File: config.mk
export PLATFORM = sky130hd
export DESIGN_NAME = cau_prep
export DESIGN_NICKNAME = d
export VERILOG_FILES = /design/src/rtl/cau_pkg.sv /design/src/rtl/cau_prep.sv
export SDC_FILE = /design/constraint.sdc
export NUM_CORES = 1
export LEC_CHECK = 0
export BUFFER_PORTS_ARGS = -buffer_cell sky130_fd_sc_hd__buf_2
export CORE_MARGIN = 4
export CORE_UTILIZATION = 40
export CTS_CLUSTER_DIAMETER = 100
export DETAILED_ROUTE_END_ITERATION = 12
export MAX_ROUTING_LAYER = met4
export PLACE_DENSITY = 0.67
export SLEW_MARGIN = 5
export SYNTH_ARGS = -nofsm -noshare
export SYNTH_HDL_FRONTEND = slang
export SYNTH_SLANG_ARGS = --single-unit
File: constraint.sdc
create_clock -name clk -period 6.45 [get_ports clk]
set_input_delay 0.9675 -clock clk [delete_from_list [all_inputs] [get_ports clk]]
set_output_delay 0.9675 -clock clk [all_outputs]
set_load 0.05 [all_outputs]
File: src/rtl/cau_pkg.sv
// ----------------------------------------------------------------------------
// cau_pkg
// Types, codes and helpers shared by the complex arithmetic unit.
// ----------------------------------------------------------------------------
package cau_pkg;

  // Operation codes.
  localparam logic [1:0] MODE_ADD = 2'd0;
  localparam logic [1:0] MODE_SUB = 2'd1;
  localparam logic [1:0] MODE_MUL = 2'd2;
  localparam logic [1:0] MODE_DIV = 2'd3;

  // Status codes.
  localparam logic [1:0] ST_OK   = 2'd0;
  localparam logic [1:0] ST_OVF  = 2'd1;
  localparam logic [1:0] ST_DIV0 = 2'd2;

  // Pipeline layout: product, sum, prep, divider steps, output.
  localparam int NUM_DIV_STEPS = 17;
  localparam int STG_PROD      = 0;
  localparam int STG_SUM       = 1;
  localparam int STG_PREP      = 2;
  localparam int STG_DIV0      = 3;
  localparam int STG_OUT       = STG_DIV0 + NUM_DIV_STEPS;
  localparam int NUM_STAGES    = STG_OUT + 1;

  // Input item.
  typedef struct packed {
    logic        [1:0]  mode;
    logic signed [15:0] a_re;
    logic signed [15:0] a_im;
    logic signed [15:0] b_re;
    logic signed [15:0] b_im;
  } in_t;

  // Result item.
  typedef struct packed {
    logic signed [15:0] res_re;
    logic signed [15:0] res_im;
    logic        [1:0]  status;
  } out_t;

  // First stage: raw products and add/subtract sums.
  typedef struct packed {
    logic        [1:0]  mode;
    logic               divz;
    logic signed [16:0] s_re;
    logic signed [16:0] s_im;
    logic signed [31:0] p_rr;
    logic signed [31:0] p_ii;
    logic signed [31:0] p_ri;
    logic signed [31:0] p_ir;
    logic signed [31:0] d_rr;
    logic signed [31:0] d_ii;
  } prod_t;

  // Second stage: combined products.
  typedef struct packed {
    logic        [1:0]  mode;
    logic               divz;
    logic signed [16:0] s_re;
    logic signed [16:0] s_im;
    logic signed [32:0] m_re;
    logic signed [32:0] m_im;
    logic signed [32:0] n_re;
    logic signed [32:0] n_im;
    logic        [31:0] den;
  } sum_t;

  // Divider stage contents, with the finished add/sub/mul result riding along.
  typedef struct packed {
    logic        [1:0]  mode;
    logic               divz;
    logic signed [15:0] f_re;
    logic signed [15:0] f_im;
    logic               f_ovf;
    logic        [40:0] rem_re;
    logic        [40:0] rem_im;
    logic        [16:0] q_re;
    logic        [16:0] q_im;
    logic        [47:0] dsh;
    logic               povf_re;
    logic               povf_im;
    logic               neg_re;
    logic               neg_im;
  } div_t;

  // Saturated value with its flag.
  typedef struct packed {
    logic               ovf;
    logic signed [15:0] val;
  } sat_t;

  // Saturate a signed value to 16 bits.
  function automatic sat_t sat16(input logic signed [33:0] v);
    sat_t r;
    if (v > 34'sd32767) begin
      r.ovf = 1'b1;
      r.val = 16'sh7fff;
    end else if (v < -34'sd32768) begin
      r.ovf = 1'b1;
      r.val = 16'sh8000;
    end else begin
      r.ovf = 1'b0;
      r.val = v[15:0];
    end
    return r;
  endfunction

endpackage

File: src/rtl/cau_prep.sv
// ----------------------------------------------------------------------------
// cau_prep
// Finishes add, subtract and multiply, and sets up the divider operands.
// ----------------------------------------------------------------------------
module cau_prep (
  input  logic          clk,
  input  logic          en,
  input  cau_pkg::sum_t sum_d,
  output cau_pkg::div_t div_q
);

  cau_pkg::div_t div_r, div_nxt;

  always_comb begin
    logic signed [33:0] t_re, t_im;
    cau_pkg::sat_t      f_re, f_im;
    logic        [32:0] mag_re, mag_im;
    logic        [40:0] nn_re, nn_im;
    logic        [48:0] dlim;

    // Multiply rounds half up in Q8.8; add and subtract pass straight through.
    if (sum_d.mode == cau_pkg::MODE_MUL) begin
      t_re = (34'(sum_d.m_re) + 34'sd128) >>> 8;
      t_im = (34'(sum_d.m_im) + 34'sd128) >>> 8;
    end else begin
      t_re = 34'(sum_d.s_re);
      t_im = 34'(sum_d.s_im);
    end
    f_re = cau_pkg::sat16(t_re);
    f_im = cau_pkg::sat16(t_im);

    // Divider: magnitude scaled by 256 plus half the denominator.
    mag_re = sum_d.n_re[32] ? 33'(-sum_d.n_re) : 33'(sum_d.n_re);
    mag_im = sum_d.n_im[32] ? 33'(-sum_d.n_im) : 33'(sum_d.n_im);
    nn_re  = 41'({mag_re[31:0], 8'd0}) + 41'(sum_d.den[31:1]);
    nn_im  = 41'({mag_im[31:0], 8'd0}) + 41'(sum_d.den[31:1]);
    dlim   = {sum_d.den, 17'd0};

    div_nxt.mode    = sum_d.mode;
    div_nxt.divz    = sum_d.divz;
    div_nxt.f_re    = f_re.val;
    div_nxt.f_im    = f_im.val;
    div_nxt.f_ovf   = f_re.ovf | f_im.ovf;
    div_nxt.rem_re  = nn_re;
    div_nxt.rem_im  = nn_im;
    div_nxt.q_re    = '0;
    div_nxt.q_im    = '0;
    div_nxt.dsh     = {sum_d.den, 16'd0};
    div_nxt.povf_re = {8'd0, nn_re} >= dlim;
    div_nxt.povf_im = {8'd0, nn_im} >= dlim;
    div_nxt.neg_re  = sum_d.n_re[32];
    div_nxt.neg_im  = sum_d.n_im[32];
  end

  always_ff @(posedge clk) begin
    if (en) begin
      div_r <= div_nxt;
    end
  end

  assign div_q = div_r;

endmodule

==> metrics.sh, run 1 <==
TRITONCTS_NUM_SINKS=138
FINAL_NET_COUNT=1989
START_KIND='primary input'
ASYNC_FLOP_SHARE=0
INITIAL_UTILIZATION=0.404
IRDROPWORSTVDD_mV=0.121
FINALHOLDWORSTSLACK_NS=0.718
GLOBALROUTE.TOTALOVERFLOW=0
FLOW.AREA_GROWTH_FROM_SYNTHESIS_PCT=31.3
SHARE_OF_CELLS_ABOVE_DRIVE_STRENGTH_1=0.329
DP_HPWL_MM=31.8
SYNTH-EDFF-COUNT=138
FINALSETUPVIOLATIONS=0
TOP_FLIP_FLOP_CELL_BY_INSTANCE_COUNT_AFTER_SYNTHESIS='sky130_fd_sc_hd__edfxtp_1'
POST_SYNTH_INST_COUNT=1219
FIN_HOLD_VIOLS=0
SYNTH.LIB_CELLS_USED.DISTINCT=75
WORST_SETUP_HOLD_PATH_CLK_SLEW_NS=0.07
CTS_BUFFER_DEPTH=2
HTREE_LEVELS=4
IO-PIN-COUNT=407
CRITICAL_PATH_ARRIVAL_NS=6.45
GRT_ANTENNA_BEFORE_REPAIR=5
GLOBAL_ROUTE.USAGE.TOTAL=0.244
WIDTH_OF_THE_DIE_UM=178
GRT_START_MAX_NET_PINS=85
CAP_VIOLATIONS=0
WORSTMARGINPINSLEW_NS=0.976
FP.DIEH_UM=178
CRIT_FANOUT=5
FIRST_GLOBAL_VIAS=10300
DRCVIOLATIONCOUNT=0
HOLDCRITPATHCLASS='in2reg'
DRT_FIRST_ITER_VIOLATIONS=819
STD_CELL_ROWS=62
VIAS_PER_CELL=5.40
SYN_AREA_MM2=0.0116
WORST_PATH_CLASS_SETUP='in2reg'
CTS_ROOT_BUFFER='sky130_fd_sc_hd__clkbuf_16'
SYNTH.AVG_CELL_AREA_UM2=9.49
PINS_OVER_THEIR_SLEW_LIMIT=0
LAYOUT_COMMONEST_CELL='sky130_fd_sc_hd__buf_2'
FIN_CRIT_NS=6.23
DRTANTENNAVIOLNETS=0
TRITONCTS.NUM_BUFFERS=17
FINAL_CELL_MIX='sky130_fd_sc_hd__buf_2 (341), sky130_fd_sc_hd__buf_4 (147), sky130_fd_sc_hd__edfxtp_1 (138)'
P_LEAK_nW=6.72
FIRST_PASS_GRT_WIRE_LENGTH_MM=57.4
ROUTE.VIAS.TOTAL=11200
CTS_HOLD_REPAIR.BUFFERS=0
CP.REQUIRED_NS=6.68
DRT_WL_TOTAL_MM=39.3
GP_CONGESTION=0.927
PER_CELL_ROUTED_WIRE_LENGTH_UM=18.8
PROPORTION_OF_SYNTHESIZED_CHIP_AREA_IN_SEQUENTIAL_CELLS=0.358
YOSYS_REGISTER_BITS=138
DIEAREA_MM2=0.0317
OUTCOME='complete, no violations'
POST-ROUTE-PERIOD-UTIL=0.965
CORE_AREA_MM2=0.0286
DRT-PASS1-ITER-COUNT=5
WORST_SLEW_MARGIN_REL=0.343
NUMPORTBUFFERS=342
FIN_UTIL=0.531
ACHIEVABLE-FREQUENCY_MHz=161
CLOCK_TREE_FROM_TRITONCTS='built'
SYNTH-WARNING-COUNT=0
LARGEST_REGISTER_FF_COUNT=138
ENDPOINT_KIND_OF_THE_WORST_SETUP_TIMING_PATH='flip-flop'
POWER-PER-CELL-AREA_mW_PER_MM2=257
==> where the power goes <==
group,leakage (nW),internal [W],switching [W]
clock network,0.284,0.000523,0.000473
logic,5.09,0.000559,0.00116
registers,1.35,0.00115,0.0000408
==> per-stage QoR <==
step                      worst slack, ns  TNS [ns]  area (um2)  total power (W)  std cells
after floorplan                    0.0911         0       11800          0.00237       1268
after global placement             -0.421    -0.525       14400          0.00288       2046
after detailed placement           -0.538    -0.698       14400          0.00290       2046
after CTS                           0.104         0       15100          0.00391       2078
after global routing             -0.00818  -0.00818       15200          0.00411       2084
final                               0.223         0       15200          0.00391       2085
==> Yosys cell counts, types with 12 or more instances <==
library cell | number | area [um2]
sky130_fd_sc_hd__edfxtp_1 | 138 | 4140
sky130_fd_sc_hd__xnor2_1 | 107 | 937
sky130_fd_sc_hd__ha_1 | 102 | 1280
sky130_fd_sc_hd__a21oi_1 | 85 | 425
sky130_fd_sc_hd__nand2_1 | 74 | 278
sky130_fd_sc_hd__nor2_1 | 69 | 259
sky130_fd_sc_hd__buf_4 | 66 | 495
sky130_fd_sc_hd__o21ai_0 | 66 | 330
sky130_fd_sc_hd__inv_1 | 45 | 169
sky130_fd_sc_hd__xor2_1 | 45 | 394
sky130_fd_sc_hd__a21o_1 | 38 | 285
sky130_fd_sc_hd__nand3_1 | 34 | 170
sky130_fd_sc_hd__nand4_1 | 29 | 181
sky130_fd_sc_hd__o21ai_1 | 25 | 125
sky130_fd_sc_hd__nor3_1 | 21 | 105
sky130_fd_sc_hd__clkbuf_1 | 19 | 71.3
sky130_fd_sc_hd__nor4_1 | 18 | 113
sky130_fd_sc_hd__o31ai_1 | 17 | 128
sky130_fd_sc_hd__and3_1 | 16 | 100
sky130_fd_sc_hd__o41ai_1 | 16 | 140
sky130_fd_sc_hd__or4_1 | 14 | 105
sky130_fd_sc_hd__nand2b_1 | 13 | 81.3
sky130_fd_sc_hd__nor2b_1 | 13 | 81.3
sky130_fd_sc_hd__o21a_1 | 12 | 90.1
==> critical path, stage by stage <==
cell and delay, ns:
sky130_fd_sc_hd__buf_2 0.11, sky130_fd_sc_hd__buf_4 0.13, sky130_fd_sc_hd__or3_1 0.37, sky130_fd_sc_hd__o31ai_1 0.25, sky130_fd_sc_hd__xnor2_1 0.18, sky130_fd_sc_hd__ha_1 0.28, sky130_fd_sc_hd__nor4_1 0.29, sky130_fd_sc_hd__a21oi_1 0.11
sky130_fd_sc_hd__a31oi_2 0.34, sky130_fd_sc_hd__o41ai_4 0.14, sky130_fd_sc_hd__a21oi_2 0.21, sky130_fd_sc_hd__o21ai_4 0.07, sky130_fd_sc_hd__buf_4 0.16, sky130_fd_sc_hd__a211oi_1 0.40, sky130_fd_sc_hd__nor4_4 0.10, sky130_fd_sc_hd__xnor2_2 0.18
sky130_fd_sc_hd__ha_1 0.31, sky130_fd_sc_hd__nand4_1 0.17, sky130_fd_sc_hd__nor4_4 0.28, sky130_fd_sc_hd__nand4_1 0.23, sky130_fd_sc_hd__or4_4 0.48, sky130_fd_sc_hd__or4_1 0.40, sky130_fd_sc_hd__o41ai_1 0.28
==> worst paths after layout <==
check	start	end	depth (start not counted)
min	sum_d[198]	div_q[201]$_DFFE_PP_	1
max	sum_d[35]	div_q[2]$_DFFE_PP_	23
==> cells by family after synthesis <==
kind of cell	after synthesis	share of synthesized area
XOR/XNOR	152	0.115
other	1	0.000324
adder cells (fa/ha/maj)	104	0.114
buffers and inverters	139	0.0672
flip-flops	138	0.358
AND/OR/NAND/NOR	350	0.160
AO/OA/AOI/OAI	330	0.182
multiplexers	5	0.00443
==> per-layer routing <==
layer	vias to the layer above	share of wire	global-route usage	wire, um
li1	5414	-	-	-
met3	91	0.082	0.0398	3210
met2	517	0.47	0.382	18300
met1	5227	0.41	0.311	16100
met4	0	0.042	0.107	1650
met5	-	0	-	0
==> area by class of cell <==
cell class,count,area (um2)
tap,384,480
clock inverter,15,178
antenna,6,15.0
clock buffer,17,425
sequential,138,4140
multi-input combinational,991,6970
fill,2622,13400
inverter,45,169
timing repair buffer,489,2820
==> timing repair <==
action                                  4_1_cts  5_1_grt
pin swaps                                     0        3
endpoints found under the setup margin        1        2
setup buffers                                 0        1
gates resized for setup                       2       24
endpoints found under the hold margin         0        0
(Power assumes the default switching activity.)
==> run 2, diff against run 1 <==
--- a/config.mk
+++ b/config.mk
@@ -11,7 +11,7 @@
 export CTS_CLUSTER_DIAMETER = 100
 export DETAILED_ROUTE_END_ITERATION = 12
 export MAX_ROUTING_LAYER = met4
-export PLACE_DENSITY = 0.67
+export PLACE_DENSITY = 0.64
 export SLEW_MARGIN = 5
 export SYNTH_ARGS = -nofsm -noshare
 export SYNTH_HDL_FRONTEND = slang
==> constraint.sdc (replaced) <==
create_clock -name clk -period 8.04 [get_ports clk]
set_input_delay 1.206 -clock clk [delete_from_list [all_inputs] [get_ports clk]]
set_output_delay 1.206 -clock clk [all_outputs]
set_load 0.05 [all_outputs]
==> run 2 against run 1 <==
Die area is the same. Total power shrank 22%. Sequential power shrank 19%. Critical path type unchanged. Non-clock buffer count shrank 139.
==> metrics.sh, run 2 (synthesis gave the netlist of run 1 again) <==
OUTCOME='complete, no violations'
SWITCHING_POWER_W=0.00128  # -24%
WIDTH_OF_THE_DIE_UM=178  # unchanged
CTS.REPAIR_TIMING.SETUP_BUFFER_COUNT=0  # unchanged
DRCVIOLATIONCOUNT=0  # unchanged
CORE_AREA_MM2=0.0286  # unchanged
SHARE_OF_CELLS_ABOVE_DRIVE_STRENGTH_1=0.256  # -0.0728
ENDPOINT_KIND_OF_THE_WORST_SETUP_TIMING_PATH='flip-flop'
CLOCK_TREE_FROM_TRITONCTS='built'
COMB_POWER_SHARE=0.416  # -0.025
P_LEAK_nW=6.01  # -11%
SWITCHING_SHARE=0.420  # -0.00869
POWER.SHARE.CLOCK=0.268  # +0.013
IRDROPWORSTVDD_mV=0.148  # +22%
GROUTE.LAYER.MET1.USAGE=0.293  # -0.0184
DRTANTENNAVIOLNETS=0  # unchanged
WORST_SLEW_MARGIN_REL=0.361  # +0.0174
FINAL_NET_COUNT=1850  # -7.0%
GLOBALROUTE.TOTALOVERFLOW=0  # unchanged
FP.DIEH_UM=178  # unchanged
INITIAL_UTILIZATION=0.404  # unchanged
MOST_COMMON_CELL_TYPE_ON_THE_CRITICAL_PATH='sky130_fd_sc_hd__nand4_1'
FINAL_CELL_MIX='sky130_fd_sc_hd__buf_2 (341), sky130_fd_sc_hd__edfxtp_1 (138), sky130_fd_sc_hd__xnor2_1 (107)'
VIAS_PER_CELL=5.49  # +1.8%
TIMING.CRITICAL_PATH.BUF_INV=2  # -1
DRT_FIRST_ITER_VIOLATIONS=757  # -7.6%
MULTI_INPUT_AREA_MM2=0.00684  # -1.9%
GR-USAGE-MET2=0.381  # -0.00158
RSZ0062_AT_GRT='false'
CTS_HOLD_REPAIR.BUFFERS=0  # unchanged
DRT-PASS1-ITER-COUNT=5  # unchanged
LAYOUT_COMMONEST_CELL='sky130_fd_sc_hd__buf_2'
FIN_HOLD_VIOLS=0  # unchanged
WORSTMARGINPINSLEW_NS=0.959  # -0.0171 ns
CTS_REPAIR_RESIZE_COUNT=0  # -2
FILLERINSTANCES=2737  # +4.4%
FLOW.AREA_GROWTH_FROM_SYNTHESIS_PCT=21.1
HOLDCRITPATHCLASS='in2reg'
PINS_OVER_THEIR_SLEW_LIMIT=0  # unchanged
CTS_ROOT_BUFFER='sky130_fd_sc_hd__clkbuf_16'
HTREE_LEVELS=4  # unchanged
GRTUSAGEMET3=0.0333  # -0.00657
POST-ROUTE-PERIOD-UTIL=0.894
DRT_WL_TOTAL_MM=37.7  # -4.0%
STD_CELL_ROWS=62  # unchanged
IO-PIN-COUNT=407  # unchanged
GRT_ANTENNA_BEFORE_REPAIR=3  # -2
START_KIND='primary input'
FINALSETUPVIOLATIONS=0  # unchanged
TRITONCTS.NUM_BUFFERS=17  # unchanged
AREA.SEQUENTIAL_MM2=0.00414  # unchanged
ROUTE.VIAS.TOTAL=10700  # -5.1%
SEQ_POWER_SHARE=0.316  # +0.011
NUMPORTBUFFERS=342  # unchanged
CTS_BUFFER_DEPTH=2  # unchanged
DIEAREA_MM2=0.0317  # unchanged
POWER-PER-CELL-AREA_mW_PER_MM2=217  # -16%
CRIT_FANOUT=7  # +2
TOTALPOWERFINAL_W=0.00304  # -22%
GP_CONGESTION=0.944  # +1.8%
CP.REQUIRED_NS=8.27  # +1.59 ns
BUSIEST_LAYER='met2'
DP_HPWL_MM=30.3  # -4.7%
WORSTPATHCELLLIST='buf_2, nor4_1, and2_1, nand2_1, o21ai_0, xnor2_1, ha_1, nand4_1, o41ai_1, buf_4, a21oi_1, o21ai_4, nand2_1, or4_4, xor2_1, ha_1, nand4_1, nor4_1, nand4_1, or4_1, or4_1, o41ai_1'
FIRST_PASS_GRT_WIRE_LENGTH_MM=53.9  # -6.1%
PER_CELL_ROUTED_WIRE_LENGTH_UM=19.4  # +3.0%
GRT_START_MAX_NET_PINS=75  # -12%
CRITICAL_PATH_ARRIVAL_NS=7.42  # +0.97 ns
TRITONCTS_NUM_SINKS=138  # unchanged
WORST_SETUP_HOLD_PATH_CLK_SLEW_NS=0.06  # about the same
CPLARGESTDELAYFAMILY='simple AND/OR/NAND/NOR gates'
CRIT_SLOWEST_CELL='sky130_fd_sc_hd__nor4_1'
ACHIEVABLE-FREQUENCY_MHz=139
GLOBAL_ROUTE.USAGE.TOTAL=0.230  # -0.0138
SETUP-TNS-FINAL_NS=0  # unchanged
WORST_PATH_CLASS_SETUP='in2reg'
LARGEST_REGISTER_FF_COUNT=138  # unchanged
CELL_INTERNAL_PWR_W=0.00176  # -21%
FIN_CRIT_NS=7.19
CAP_VIOLATIONS=0  # unchanged
FIRST_GLOBAL_VIAS=9530  # -7.3%
WORST_PATH_LARGEST_CELL_DELAY_NS=0.61  # +0.13 ns
-- run 2: cell types whose count changed in the layout (fill, tap and decap cells not counted), sizes merged --
cell,previous run,this run
bufinv,0,2
buf,489,350
inv,52,54
clkinv,5,3
diode,6,3
clkinvlp,3,1
-- run 2: per-stage QoR --
stage	setup slack, ns	instance area, um2	hold slack [ns]	util	cells
after detailed placement	0.574	13400	1.39	0.468	1908
after CTS	0.950	14000	0.952	0.489	1940
after global placement	0.601	13400	1.39	0.468	1908
after global routing	0.426	14000	0.942	0.490	1943
final	0.849	14000	0.966	0.490	1943
after floorplan	1.44	11800	1.30	-	1268
-- run 2: cell type report --
type | instances | share of cell area
Timing Repair Buffer | 350 | 0.127
Clock inverter | 15 | 0.0124
Multi-Input combinational cell | 991 | 0.488
Tap cell | 384 | 0.0343
Antenna cell | 3 | 0.000536
Sequential cell | 138 | 0.296
Clock buffer | 17 | 0.0304
Inverter | 45 | 0.0121
-- run 2: final timing paths --
| check | startpoint | end | slack (ns) | cells past startpoint |
|---|---|---|---|---|
| max | sum_d[41] | div_q[2]$_DFFE_PP_ | 0.85 | 22 |
| min | sum_d[198] | div_q[201]$_DFFE_PP_ | 0.97 | 1 |
-- run 2: power by group through the flow --
stage	Sequential, W	Clock, W	Combinational [W]
after floorplan	0.00132	0	0.000583
after global placement	0.000971	0	0.00124
after detailed placement	0.000974	0	0.00126
after CTS	0.000959	0.000829	0.00126
after global routing	0.000965	0.000867	0.00136
final	0.000958	0.000814	0.00126
-- run 2: per-layer routing --
metal | part of all wire | routed length (um) | up-vias
met5 | 0 | 0 | -
met2 | 0.48 | 17900 | 484
met4 | 0.026 | 998 | 0
met3 | 0.076 | 2860 | 59
li1 | - | - | 5116
met1 | 0.42 | 15900 | 5017
